===== src/rtl/sacl_pkg.sv =====
`timescale 1ns / 1ps

package sacl_pkg;

    localparam int ADDR_W       = 32;
    localparam int TAG_W        = 30;
    localparam int IDX_W        = 12;
    localparam int SET_BITS_CAP = 12;

    localparam int CFG_IDX_W  = 2;
    localparam int CFG_DATA_W = 4;

    localparam logic [CFG_IDX_W-1:0] CFG_BLOCK_OFFSET_BITS = 2'd0;
    localparam logic [CFG_IDX_W-1:0] CFG_SET_INDEX_BITS    = 2'd1;
    localparam logic [CFG_IDX_W-1:0] CFG_WAYS_IN_USE       = 2'd2;

    localparam logic [3:0] RST_BLOCK_OFFSET_BITS = 4'd5;
    localparam logic [3:0] RST_SET_INDEX_BITS    = 4'd6;
    localparam logic [2:0] RST_WAYS_IN_USE       = 3'd4;

    localparam logic KIND_LOOKUP = 1'b0;
    localparam logic KIND_INSERT = 1'b1;

    typedef struct packed {
        logic             kind;
        logic [TAG_W-1:0] tag;
    } t_req;

endpackage


===== src/rtl/sacl_set_index.sv =====
`timescale 1ns / 1ps

module sacl_set_index
    import sacl_pkg::*;
#(
    parameter int MAX_SETS = 256
) (
    input  logic                 i_clk,
    input  logic                 i_rst_n,
    input  logic                 i_start,
    input  logic [IDX_W-1:0]     i_x,
    output logic                 o_done,
    output logic [((MAX_SETS > 1) ? $clog2(MAX_SETS) : 1)-1:0] o_set
);

    localparam int SW    = (MAX_SETS > 1) ? $clog2(MAX_SETS) : 1;
    localparam bit POW2  = ((MAX_SETS & (MAX_SETS - 1)) == 0);
    localparam int SH    = 24;
    localparam int PW    = IDX_W + SH;
    localparam int RECIP = (1 << SH) / MAX_SETS;
    localparam int MW    = 25;

    logic               r_v1;
    logic               r_v2;
    logic [IDX_W-1:0]   r_x;
    logic [IDX_W-1:0]   r_q;
    logic [SW-1:0]      r_set;
    logic [IDX_W-1:0]   n_q;
    logic [SW-1:0]      n_set;
    logic [PW-1:0]      prod;
    logic [MW-1:0]      qm;
    logic [MW-1:0]      rem;
    logic [MW-1:0]      rem_c;

    // The quotient estimate is at most one short, so one correction step suffices.
    always_comb begin
        prod  = PW'(i_x) * PW'(RECIP);
        n_q   = prod[PW-1:SH];
        qm    = MW'(r_q) * MW'(MAX_SETS);
        rem   = MW'(r_x) - qm;
        rem_c = (rem >= MW'(MAX_SETS)) ? (rem - MW'(MAX_SETS)) : rem;
        if (POW2) begin
            n_set = SW'(r_x & IDX_W'(MAX_SETS - 1));
        end else begin
            n_set = rem_c[SW-1:0];
        end
    end

    always_ff @(posedge i_clk) begin
        if (!i_rst_n) begin
            r_v1 <= 1'b0;
            r_v2 <= 1'b0;
        end else begin
            r_v1 <= i_start;
            r_v2 <= r_v1;
        end
    end

    always_ff @(posedge i_clk) begin
        if (i_start) begin
            r_x <= i_x;
            r_q <= n_q;
        end
        if (r_v1) begin
            r_set <= n_set;
        end
    end

    assign o_done = r_v2;
    assign o_set  = r_set;

endmodule


===== config.mk =====
export PLATFORM = sky130hd
export DESIGN_NAME = sacl_set_index
export DESIGN_NICKNAME = d
export VERILOG_FILES = /design/src/rtl/sacl_pkg.sv /design/src/rtl/sacl_set_index.sv
export SDC_FILE = /design/constraint.sdc
export NUM_CORES = 1
export LEC_CHECK = 0
export BUFFER_PORTS_ARGS = -buffer_cell sky130_fd_sc_hd__buf_2
export CAP_MARGIN = 30
export CORE_AREA = 2 2 39 41
export DETAILED_ROUTE_END_ITERATION = 6
export DIE_AREA = 0 0 41 43
export PLACE_DENSITY = 0.67
export SYNTH_ARGS = -nofsm -noshare
export SYNTH_HDL_FRONTEND = slang
export SYNTH_SLANG_ARGS = --single-unit

===== constraint.sdc =====
create_clock -name i_clk -period 2 [get_ports i_clk]
set_clock_uncertainty 0.2 [all_clocks]
set_input_delay 0.2 -clock i_clk [delete_from_list [all_inputs] [get_ports i_clk]]
set_output_delay 0.2 -clock i_clk [all_outputs]
set_load 0.005 [all_outputs]

Yosys cells after proc, flatten, opt, wreduce, memory -nomap -nowiden --
Cells that the tools add are included.
Word-level totals: output and inout bits 9, latch bits 0, register bits after elaboration 18, memories 0, word-level logic and storage cells 4, memory bits (read-only) 0, input bits 15, RAM bits 0
Cells by class: reduce and logical (&&, ||, !) cells 0, bitwise gates (word level) 0, multiplexer cells 0, multipliers 0, shift-type cells 0, div/mod/pow operators 0, eq/ne operators 0, add/subtract/negate cells 0, magnitude comparators 0

Logic depth before layout (Yosys ltp) --
Gate-level depths: netlist (run 1).
depth after elaboration 0, depth in mapped cells 1, gate-level depth less buffers 1

Worst setup path after synthesis (run 1) --
Ideal clock, no wire load.
path kind reg-to-reg, start register r_v1, end register r_set[0], in the netlist o_set[0] (enable), slack 1.016 ns, cell stages (with the launch flop) 1, arrival time 0.452 ns, path buffers 0, clock period less this slack 0.984 ns, setup time 0.332 ns, data required time 1.468 ns, path through dfxtp_1
RTL lines:
- start: declaration | line sacl_set_index.sv:23 | logic r_v1;
- start signal: assignment | line sacl_set_index.sv:54 | r_v1 <= i_start;
- end signal: assignment | line sacl_set_index.sv:65 | r_set <= n_set;
- end: declaration | line sacl_set_index.sv:27 | logic [SW-1:0] r_set;
No word-level cell between the ends.

Worst setup path after layout (run 1) --
start register r_set[4], in the netlist o_set[4], end output port o_set[4] in the netlist's numbering
RTL lines:
- end: declaration | line sacl_set_index.sv:13 | output logic [((MAX_SETS > 1) ? $clog2(MAX_SETS) : 1)-1:0] o_set
No word-level cell between the ends.

==> results.yml, run 1 <==
setup_path:
  crit_chain: "buf_2"
  crit_path_end_kind: "output pin"
  rr_endpoint: "o_set[3]$_DFFE_PP_"
  critPathLaunchType: "register"
  regToRegSetupSlack_ps: 950
  crit_type: "reg2out"
  r2r-start: "r_v1$_SDFF_PN0_"
  r2r_cells: 0
  crit_family: "flip-flops"
  cpPeakStageDelay_ps: 380
  required_ps: 1600
  crit_cells: 1
  slowest_stage: "edfxtp_1"
  path_buf_inv: 1
  cp_data_arrival_time_ps: 800
  crit_path_max_fanout: 1
grt:
  grt_start_max_net_pins: 11
  grt_antenna_before_repair: 0
  grt.total_usage_pct: 9.60
  grt_pass1_wl_mm: 1.04
  grt_overflow: 0
  grt_pass1_vias: 275
placed_design:
  place_ws_ps: 954
  place.gp.congestion: 0.629
  io_buffer_count: 19
clocking:
  post_cts_buffers: 0
  ctsResizeCount: 0
  clk_latency_ps: 280
  h-tree-depth: 1
  cts_buffer_depth: 2
  numCtsBuffers: 3
  cts_tree: "yes"
  cts_root_buf: "clkbuf_4"
  clk_pin_slew_ps: 90
  holdBufCountCts: 9
  cts_sinks: 18
hold_path:
  hold_class: "in2reg"
  hold_depth: 1
  hold_path_startpoint: "i_start"
  min_to: "r_x[3]$_DFFE_PP_"
drt:
  top_layer: "met4"
  drtPass1Iterations: 2
  num_vias: 280
  post_drt_wl_per_cell_um: 10.1
  postRouteAntennaNets: 0
  wl_met3_um: 76
  met1_length_um: 231
  routed-wl-met2_um: 366
  routed_wl_um: 689
  drc: 0
  detail_route.vias_per_cell: 4.12
  drt-initial-drc-count: 2
timing:
  rsz0062_at_grt: "false"
  setup_viol: 0
  timing.final.crit_share_pct: 59.9
  max_freq_ghz: 0.834
  timing.final.ws_setup_ps: 802
  slew_headroom_pct: 77.7
  tightest_slew_ps: 334
  finalCriticalPeriod_ps: 1200
  hold_viol_final: 0
  final.setup.tns_ps: 0
  drv_slew: 0
power:
  pwr_density_cell_nw_per_um2: 868
  ir_worst_vdd_mv: 0.406
  combinationalPowerShare_pct: 6.0
  switching_power_uw: 120
  power.share.switching_pct: 18.0
  leakagePower_nw: 0.304
  finalPower_uw: 664
  seq_power_share_pct: 67.7
  pwr-share-clk_pct: 26.3
  internal-power_uw: 544
logic_synthesis:
  synth-seq-cells: 18
  syn_avg_cell_area_um2: 26.7
  seq_area_frac_synth_pct: 97.7
  syn-cell-area_um2: 533
  synth_nets: 35
  synth.distinct_cells: 3
  synth_warnings: 0
  synth_cells: 20
finish:
  fin_util_pct: 55.2
  area_growth_pct: 43.4
  diodes: 0
  layout-drive-gt1-share_pct: 42.3
  final_nets: 68
floorplanning:
  ioPinCount: 24
  die_h_um: 43
  initial_utilization_pct: 38.5
  core-area_um2: 1380
  die-width_um: 41
  dieArea_um2: 1760
  rows: 14
flow_run:
  cap_viol_max_count: 0
run_status:
  status: "completed"
==> sequential cells by signal, indices dropped and copies added, names as in the netlist <==
register  count
r_v1          1
r_x           8
o_set         8
o_done        1
==> per-layer routing <==
layer  global-route usage (%)  vias up
li1                         -      141
met1                     8.79      120
met2                     14.7       17
met3                     4.71        2
met4                     8.00        0
met5                        0        -
==> final cells by class <==
type                       instances  area [µm²]
clock buffer                       4        26.3
fill                             115         619
multi-input combinational          2        12.5
sequential                        18         520
tap                               16        20.0
timing repair buffer              28         185
==> synthesized netlist by cell type <==
library cell / instances / share of area [%]
and2_1: 2 / 2.3
dfxtp_1: 2 / 7.5
edfxtp_1: 16 / 90
==> cells by family (layout without fill, tap and decap cells) <==
group,after synthesis,after routing,share of synthesized area (%)
DFF,18,18,97.7
and+or+nand+nor,2,2,2.35
buffers and inverters,0,32,0
==> worst max-delay path by stage <==
stage / endpoint / start / slack [ps]
after detailed placement: o_set[4]$_DFFE_PP_ / r_v1$_SDFF_PN0_ / 950
after floorplan: o_set[0]$_DFFE_PP_ / r_v1$_SDFF_PN0_ / 1020
after CTS: o_set[4] / o_set[4]$_DFFE_PP_ / 780
final: o_set[4] / o_set[4]$_DFFE_PP_ / 800
after global placement: o_set[7]$_DFFE_PP_ / r_v1$_SDFF_PN0_ / 980
after global routing: o_set[4] / o_set[4]$_DFFE_PP_ / 760
==> per-stage QoR <==
| step | std cells | hold slack (ps) | area [µm²] |
|---|---|---|---|
| after floorplan | 20 | 98.9 | 533 |
| after global placement | 55 | 177 | 648 |
| after detailed placement | 55 | 178 | 648 |
| after CTS | 68 | 53.3 | 764 |
| after global routing | 68 | 49.8 | 764 |
| final | 68 | 59.7 | 764 |
==> power groups by stage <==
stage,sequential [mW],combinational (mW),clock [mW]
finish,0.449,0.0397,0.175
global route,0.452,0.0443,0.197
CTS,0.450,0.0403,0.185
detailed placement,0.458,0.0271,0
global placement,0.455,0.0264,0
floorplan,0.458,0.00112,0
==> layout by cell type, fill, tap and decap left out <==
master	n
dlygate4sd3_1	9
buf_2	19
dfxtp_1	2
clkbuf_4	3
edfxtp_1	16
clkbuf_1	1
and2_1	2
Power figures use the tool's default switching activity.
==> inputs of run 2 (changes only) <==
- clock period: 2 -> 1.25 ns (I/O delays scaled with it)
==> run 2 against run 1 <==
Net effect:
- final area increased by 2.6%
- core utilization is 1.4 points higher
- routed wire length fell by 2.8%
- worst setup slack worse by 670 ps
- count of clock-buffer cells in the layout did not move
- worst hold slack improved by 170 ps
- non-clock buffer count rose by 1
- critical path depth unchanged
==> results.yml, run 2 (synthesized netlist as in run 1, its figures left out) <==
timing:
  slew_headroom_pct: 78.4
  final.setup.tns_ps: 0
  tightest_slew_ps: 324
  hold_viol_final: 0
  finalCriticalPeriod_ps: 1120
  timing.final.crit_share_pct: 89.9
  drv_slew: 0
  rsz0062_at_grt: "false"
  max_freq_ghz: 0.890
  setup_viol: 0
  timing.final.ws_setup_ps: 127
hold_path:
  hold_class: "reg2reg"
  hold_path_startpoint: "r_x[7]$_DFFE_PP_"
setup_path:
  crit_family: "flip-flops"
  crit_type: "reg2out"
  crit_chain: "buf_2"
  cpPeakStageDelay_ps: 380
  startpoint: "o_set[4]$_DFFE_PP_"
  r2r-start: "r_v1$_SDFF_PN0_"
  crit_path_max_fanout: 1
  cp_data_arrival_time_ps: 800
  path_buf_inv: 1
  slowest_stage: "edfxtp_1"
  crit_path_end_kind: "output pin"
  required_ps: 930
  critPathLaunchType: "register"
power:
  ir_worst_vdd_mv: 0.692
  internal-power_uw: 926
  pwr-share-clk_pct: 30.2
  pwr_density_cell_nw_per_um2: 1430
  power.share.switching_pct: 17.5
  switching_power_uw: 196
  leakagePower_nw: 0.314
  seq_power_share_pct: 64.0
  combinationalPowerShare_pct: 5.8
grt:
  grt.total_usage_pct: 9.07
  grt_pass1_wl_um: 972
  grt_pass1_vias: 262
  grt_antenna_before_repair: 0
  grt_overflow: 0
  grt_start_max_net_pins: 11
finish:
  layout_common_cells: "buf_2 (19), edfxtp_1 (16), dlygate4sd3_1 (10), clkbuf_4 (3)"
  layout-drive-gt1-share_pct: 43.4
  fill_cells: 113
  area_growth_pct: 47.2
  fin_util_pct: 56.7
  final_common_cell: "buf_2"
  final_nets: 69
  diodes: 0
floorplanning:
  die-width_um: 41
  dieArea_um2: 1760
  initial_utilization_pct: 38.5
  die_h_um: 43
  core-area_um2: 1380
  rows: 14
  ioPinCount: 24
drt:
  num_vias: 282
  postRouteAntennaNets: 0
  routed_wl_um: 670
  drtPass1Iterations: 2
  detail_route.vias_per_cell: 4.09
  post_drt_wl_per_cell_um: 9.71
  drc: 0
  drt-initial-drc-count: 5
run_status:
  status: "completed"
flow_run:
  cap_viol_max_count: 0
placed_design:
  place_ws_ps: 201
  place.gp.congestion: 0.630
  io_buffer_count: 19
clocking:
  clk_latency_ps: 280
  ctsResizeCount: 0
  cts_root_buf: "clkbuf_4"
  cts_tree: "yes"
  cts_sinks: 18
  clk_pin_slew_ps: 90
  numCtsBuffers: 3
  cts_buffer_depth: 2
  h-tree-depth: 1
[run 2: cell count changes in the layout (fill, tap and decap cells not counted)]
cell / before / now
clkbuf_1: 1 / 0
clkbuf_8: 0 / 1
dlygate4sd3_1: 9 / 10
[run 2: routing by layer]
layer	track usage (%)	vias up	share of wire, %
met1	8.39	123	38
met4	10.0	0	0.60
met3	3.14	2	10
li1	-	142	-
met2	13.4	15	51
met5	0	-	0
[run 2: path summary, 6_finish.rpt]
check                        to  slack, ps  cells past startpoint
min          o_set[7]$_DFFE_PP_        230                      0
max reg2reg  o_set[1]$_DFFE_PP_        210                      0
max                    o_set[4]        130                      1
min reg2reg  o_set[7]$_DFFE_PP_        230                      0
[run 2: metrics by stage]
| stage | area, µm² | instances | power (mW) | hold slack, ps |
|---|---|---|---|---|
| floorplan | 533 | 20 | 0.734 | 23.9 |
| global placement | 648 | 55 | 0.771 | 102 |
| detailed placement | 648 | 55 | 0.776 | 103 |
| CTS | 785 | 69 | 1.13 | 227 |
| global route | 785 | 69 | 1.17 | 240 |
| finish | 785 | 69 | 1.12 | 227 |
[run 2: power by group through the flow]
stage / Combinational (mW) / Sequential [mW] / Clock (mW)
after floorplan: 0.00179 / 0.732 / 0
after global placement: 0.0423 / 0.728 / 0
after detailed placement: 0.0432 / 0.733 / 0
after CTS: 0.0663 / 0.719 / 0.348
after global routing: 0.0728 / 0.723 / 0.370
final: 0.0656 / 0.718 / 0.338
[run 2: area by class of cell]
class / count / area, µm² / area share (%)
flip-flops and latches: 18 / 520 / 66.3
well taps: 16 / 20.0 / 2.55
clock buffers: 4 / 36.3 / 4.63
multi-input cells: 2 / 12.5 / 1.59
repair buffers: 29 / 195 / 24.9
[run 2: what timing repair did]
item / CTS / global route
buffers inserted: 0 / 0
hold endpoints to repair: 18 / 0
hold buffers: 10 / 0
